$ cat src/hdl/mf5_pkg.sv
package mf5_pkg;

  localparam int unsigned WinSize = 5;
  localparam int unsigned WinArea = 25;
  localparam int unsigned MedianRank = 12;
  localparam int unsigned MaxCols = 256;

  // Configuration register indexes
  typedef enum logic [0:0] {
    RegWidth  = 1'b0,
    RegHeight = 1'b1
  } reg_idx_e;

  typedef logic [WinArea-1:0][7:0] win_t;

  // Sideband that travels with a window through the sort chain
  typedef struct packed {
    logic        valid;
    logic [7:0]  col;
    logic [11:0] row;
    logic        done;
  } meta_t;

endpackage

$ cat src/hdl/mf5_cell.sv
module mf5_cell #(
  parameter bit ODD = 1'b0
) (
  input  logic          clk_i,
  input  logic          rst_ni,
  input  logic          en_i,
  input  mf5_pkg::win_t win_i,
  input  mf5_pkg::meta_t meta_i,
  output mf5_pkg::win_t win_o,
  output mf5_pkg::meta_t meta_o
);

  localparam int unsigned First = ODD ? 1 : 0;

  mf5_pkg::win_t  win_d, win_q;
  mf5_pkg::meta_t meta_q;

  // Compare and swap neighbor pairs of this phase
  always_comb begin
    win_d = win_i;
    for (int i = First; i + 1 < mf5_pkg::WinArea; i += 2) begin
      if (win_i[i] > win_i[i+1]) begin
        win_d[i]   = win_i[i+1];
        win_d[i+1] = win_i[i];
      end
    end
  end

  // Hold the window after this phase's swaps
  always_ff @(posedge clk_i) begin
    if (en_i) win_q <= win_d;
  end

  // Advance the sideband
  always_ff @(posedge clk_i or negedge rst_ni) begin
    if (!rst_ni) begin
      meta_q <= '0;
    end else if (en_i) begin
      meta_q <= meta_i;
    end
  end

  assign win_o  = win_q;
  assign meta_o = meta_q;

endmodule

$ cat config.mk
export PLATFORM = sky130hd
export DESIGN_NAME = mf5_cell
export DESIGN_NICKNAME = d
export VERILOG_FILES = /design/src/hdl/mf5_pkg.sv /design/src/hdl/mf5_cell.sv
export SDC_FILE = /design/constraint.sdc
export NUM_CORES = 1
export LEC_CHECK = 0
export BUFFER_PORTS_ARGS = -buffer_cell sky130_fd_sc_hd__buf_2
export CAP_MARGIN = 20
export CORE_AREA = 2 2 172 174
export CTS_BUF_LIST = sky130_fd_sc_hd__clkbuf_8
export DETAILED_ROUTE_END_ITERATION = 7
export DIE_AREA = 0 0 174 176
export GPL_TIMING_DRIVEN = 0
export HOLD_SLACK_MARGIN = 0.03
export PLACE_DENSITY = 0.75
export SYNTH_ARGS = -nofsm -noshare
export SYNTH_HDL_FRONTEND = slang
export SYNTH_SLANG_ARGS = --single-unit
$ cat constraint.sdc
create_clock -name clk_i -period 1.9 [get_ports clk_i]
set_input_delay 0.38 -clock clk_i [delete_from_list [all_inputs] [get_ports clk_i]]
set_output_delay 0.38 -clock clk_i [all_outputs]
set_load 0.02 [all_outputs]
After elaboration in Yosys (flattened, before gate mapping)
Cells that the tools add are included.
Storage, ports and cells
  register bits after elaboration: 222
  input port bits: 225
  output and inout bits: 222
  logic and storage cells: 53
Cells by class
  $lt $le $gt $ge: 12
  multiplexer cells: 12
Operator list (count)
  2-to-1 mux 16 bit: 12
  > comparator 8 bit: 12

Logic depth before layout (Yosys ltp)
  depth after elaboration: 2
  mapped depth: 9
  mapped depth without buffers: 7

Worst setup path after synthesis
No wires, ideal clock.
  path kind: input to register
  from: in win_i[41] (netlist bit)
  to: reg win_q (netlist bit win_o[37]), data pin
  setup time: 0.260 ns
  arrival time: 1.866 ns
  data required time: 1.640 ns
  setup slack: -0.226 ns
  cell stages on the path: 8
  buffers on the path: 1
  path through: inv_1 > ha_1 > nor2b_4 > o211ai_2 > a21oi_2 > o32ai_4 > buf_12 > mux2_4
RTL lines
  start: declaration: RTL line mf5_cell.sv:7  | input mf5_pkg::win_t win_i,
  end signal: assignment: RTL line mf5_cell.sv:31  | if (en_i) win_q <= win_d;
  end: declaration: RTL line mf5_cell.sv:15  | mf5_pkg::win_t win_d, win_q;

==> results.json <==
{
  "report.final.slew_viol_count": 0,
  "grt-busiest-layer": "met2",
  "grt_pass1_vias": 11276,
  "num_vias": 11696,
  "cts_tree": "yes",
  "use_met3_pct": 6.05,
  "grt_pass1_wl_um": 60000,
  "cts_buffers": 41,
  "drv_cap": 0,
  "layout-drive-gt1-share_pct": 44.8,
  "vdd_drop_max_mv": 0.580,
  "max_slew_margin_pct": 54.3,
  "crit_required_ns": 2.19,
  "min_to": "meta_o[14]",
  "place_congestion": 0.890,
  "ff2ff_path_depth": 1,
  "grt_max_degree": 82,
  "initial_core_util_pct": 47.4,
  "drt_drc_violations_left": 0,
  "ant_nets": 0,
  "cts_root_buf": "clkbuf_8",
  "critPathArrivalTime_ns": 2.13,
  "tightest_slew_ns": 0.685,
  "cts.htree.levels": 2,
  "layout_common_cells": "buf_2, edfxtp_1, nand2_1",
  "leakage_nw": 8.19,
  "synth-seq-area-share_pct": 48.4,
  "fin_cells": 2094,
  "cts.clk_slew.worst_paths_ns": 0.05,
  "die_w_um": 174,
  "area_delta_synth_final_pct": 31.6,
  "fp.dieH_um": 176,
  "cts_max_path_buffers": 3,
  "critPathMaxFanout": 10,
  "synth-seq-cells": 222,
  "synth_cells": 1176,
  "synthesis.area_um2": 13500,
  "p_clk_share_pct": 28.9,
  "hold_path_depth": 2,
  "slowest_stage": "mux2_4",
  "drtIter0Drc": 663,
  "critPathKind": "in2reg",
  "rrSetupSlack_ns": 1.13,
  "met2_usage_pct": 43.6,
  "switchingPower_mw": 4.81,
  "status": "finished, final reports clean",
  "fin_nets": 1997,
  "layout_commonest_cell": "buf_2",
  "min_from": "meta_i[14]",
  "period_share_pct": 97.2,
  "setup_viol": 0,
  "antenna_found_initial": 8,
  "grt_overflow": 0,
  "core_area_um2": 28500,
  "pin_count": 447,
  "power.density_nw_per_um2": 839,
  "rsz0062_at_grt": "false",
  "synth_cell_types": 36,
  "critical_path.startpoint": "win_i[73]",
  "yosysTopAreaCell": "edfxtp_1",
  "syn_nets": 1497,
  "path_buf_inv": 3,
  "synth_area_leaders": "edfxtp_1, ha_1, mux2_2, a221o_1, dfrtp_1",
  "post-route-util_pct": 62.4,
  "critical_path.top_delay_family": "compound AO/OA/AOI/OAI gates",
  "grt.total_usage_pct": 24.3,
  "synth_top_area_share_pct": 44.4,
  "use_met1_pct": 28.7,
  "pwr-share-seq_pct": 41.8,
  "r2r_start": "meta_o[11]",
  "seq_area_um2": 6560,
  "dp_hpwl_um": 29600,
  "hold_viol_final": 0,
  "place_inst": 2007,
  "io_buffers": 446,
  "viasPerCell": 5.59,
  "pwr-share-comb_pct": 29.3,
  "cp_cell_sequence": "buf_2 -> inv_12 -> ha_4 -> nor2b_4 -> o211ai_2 -> a21boi_2 -> o21ai_2 -> buf_6 -> mux2_4",
  "insertion_delay_ns": 0.54,
  "yosys_warnings": 0,
  "worst_setup_path_start_kind": "input port",
  "hold_class": "in2reg",
  "fill_cells": 2326,
  "dr.pass1.iters": 5,
  "clock.fmax_mhz": 542,
  "swShare_pct": 32.2,
  "intPower_mw": 10.1,
  "clock_skew_ns": 0,
  "clock_sink_count": 222,
  "multi_input_area_um2": 6760,
  "reg2reg_to": "meta_o[11]",
  "die_area_um2": 30600,
  "min_period_ns": 1.85,
  "wirelength_um": 39100,
  "rows": 62,
  "avgSynthCellArea_um2": 11.5,
  "slowest_delay_ns": 0.32,
  "end_kind": "flop",
  "wire_per_inst_um": 18.7
}
[metal layers]
layer	part of all wire, %	wire (µm)
met5	0.092	36
met2	51	19900
met1	38	14900
met3	7.8	3030
met4	3.2	1260
[how the worst max path moves through the flow]
stage	end	slack (ns)	cells past startpoint
floorplan	win_o[37]	-0.14	7
detailed placement	meta_o[19]	-0.64	4
CTS	win_o[93]	0.02	9
global route	win_o[93]	0.005	9
finish	win_o[70]	0.05	9
global placement	meta_o[9]	-2.84	3
[registers in the layout, indices dropped and copies added, names as in the netlist]
| register | flops |
|---|---|
| meta_o | 22 |
| win_o | 200 |
[cell families after synthesis]
| family | Yosys count | share of synthesized area (%) |
|---|---|---|
| AO/OA/AOI/OAI | 305 | 16.8 |
| adder cells (fa/ha/maj) | 96 | 8.87 |
| buffers and inverters | 158 | 5.53 |
| flip-flops | 222 | 48.4 |
| multiplexers | 108 | 9.26 |
| AND/OR/NAND/NOR | 287 | 11.1 |
[synthesized netlist by cell type]
cell      instances
o21ai_2          17
buf_6            12
a211oi_2          1
nand2b_1          2
o221a_2          10
nand4_1           7
nor2_1           16
nand3_1          96
or2_2             5
a21oi_2           1
mux2_2           98
buf_4             5
a21boi_2          5
inv_1           102
a211oi_1         10
o21ai_1          42
a221o_1          96
nand4_4           6
nor3b_2           6
nand2_1         128
and4_1           11
ha_1             96
buf_12            1
nor2b_1           5
buf_2            24
mux2_4           10
nand2b_4          4
edfxtp_1        200
a21oi_1          40
buf_1             2
o21ai_0          76
nor2b_4           1
clkbuf_1         12
o32ai_4           1
o211ai_2          6
dfrtp_1          22
[per-stage QoR]
step	total power, mW	setup TNS (ns)	cell area [µm²]	hold slack (ns)	setup slack (ns)
finish	14.9	0	17800	0.0693	0.0535
global route	15.6	0	17800	0.0458	0.00506
CTS	15.0	0	17800	0.0365	0.0239
detailed placement	10.6	-81.35	16900	0.364	-0.637
global placement	10.6	-576.79	16800	0.354	-2.84
floorplan	9.06	-7.42	14100	0.0844	-0.137
[area by class of cell]
class	instances	share of cell area, %
plain buffers	56	2.20
diodes	4	0.0562
multi-input cells	796	38.0
clock inverters	30	0.977
flip-flops and latches	222	36.8
well taps	384	2.70
clock buffers	43	3.32
inverters	102	2.53
repair buffers	457	13.4
[power groups by stage]
stage	combinational (mW)	clock [mW]	sequential (mW)
after detailed placement	4.32	0	6.33
after floorplan	1.94	0	7.12
after global routing	4.70	4.65	6.29
after CTS	4.36	4.42	6.24
after global placement	4.21	0	6.34
final	4.37	4.32	6.24
[repair_timing]
action	in CTS	in global routing
endpoints found under the setup margin	11	26
gates cloned	1	0
endpoints found under the hold margin	30	0
pin swaps	0	1
resized for setup	1	6
setup buffers	0	0
hold buffers	9	0
No activity file was read; power rests on OpenSTA's default activity.
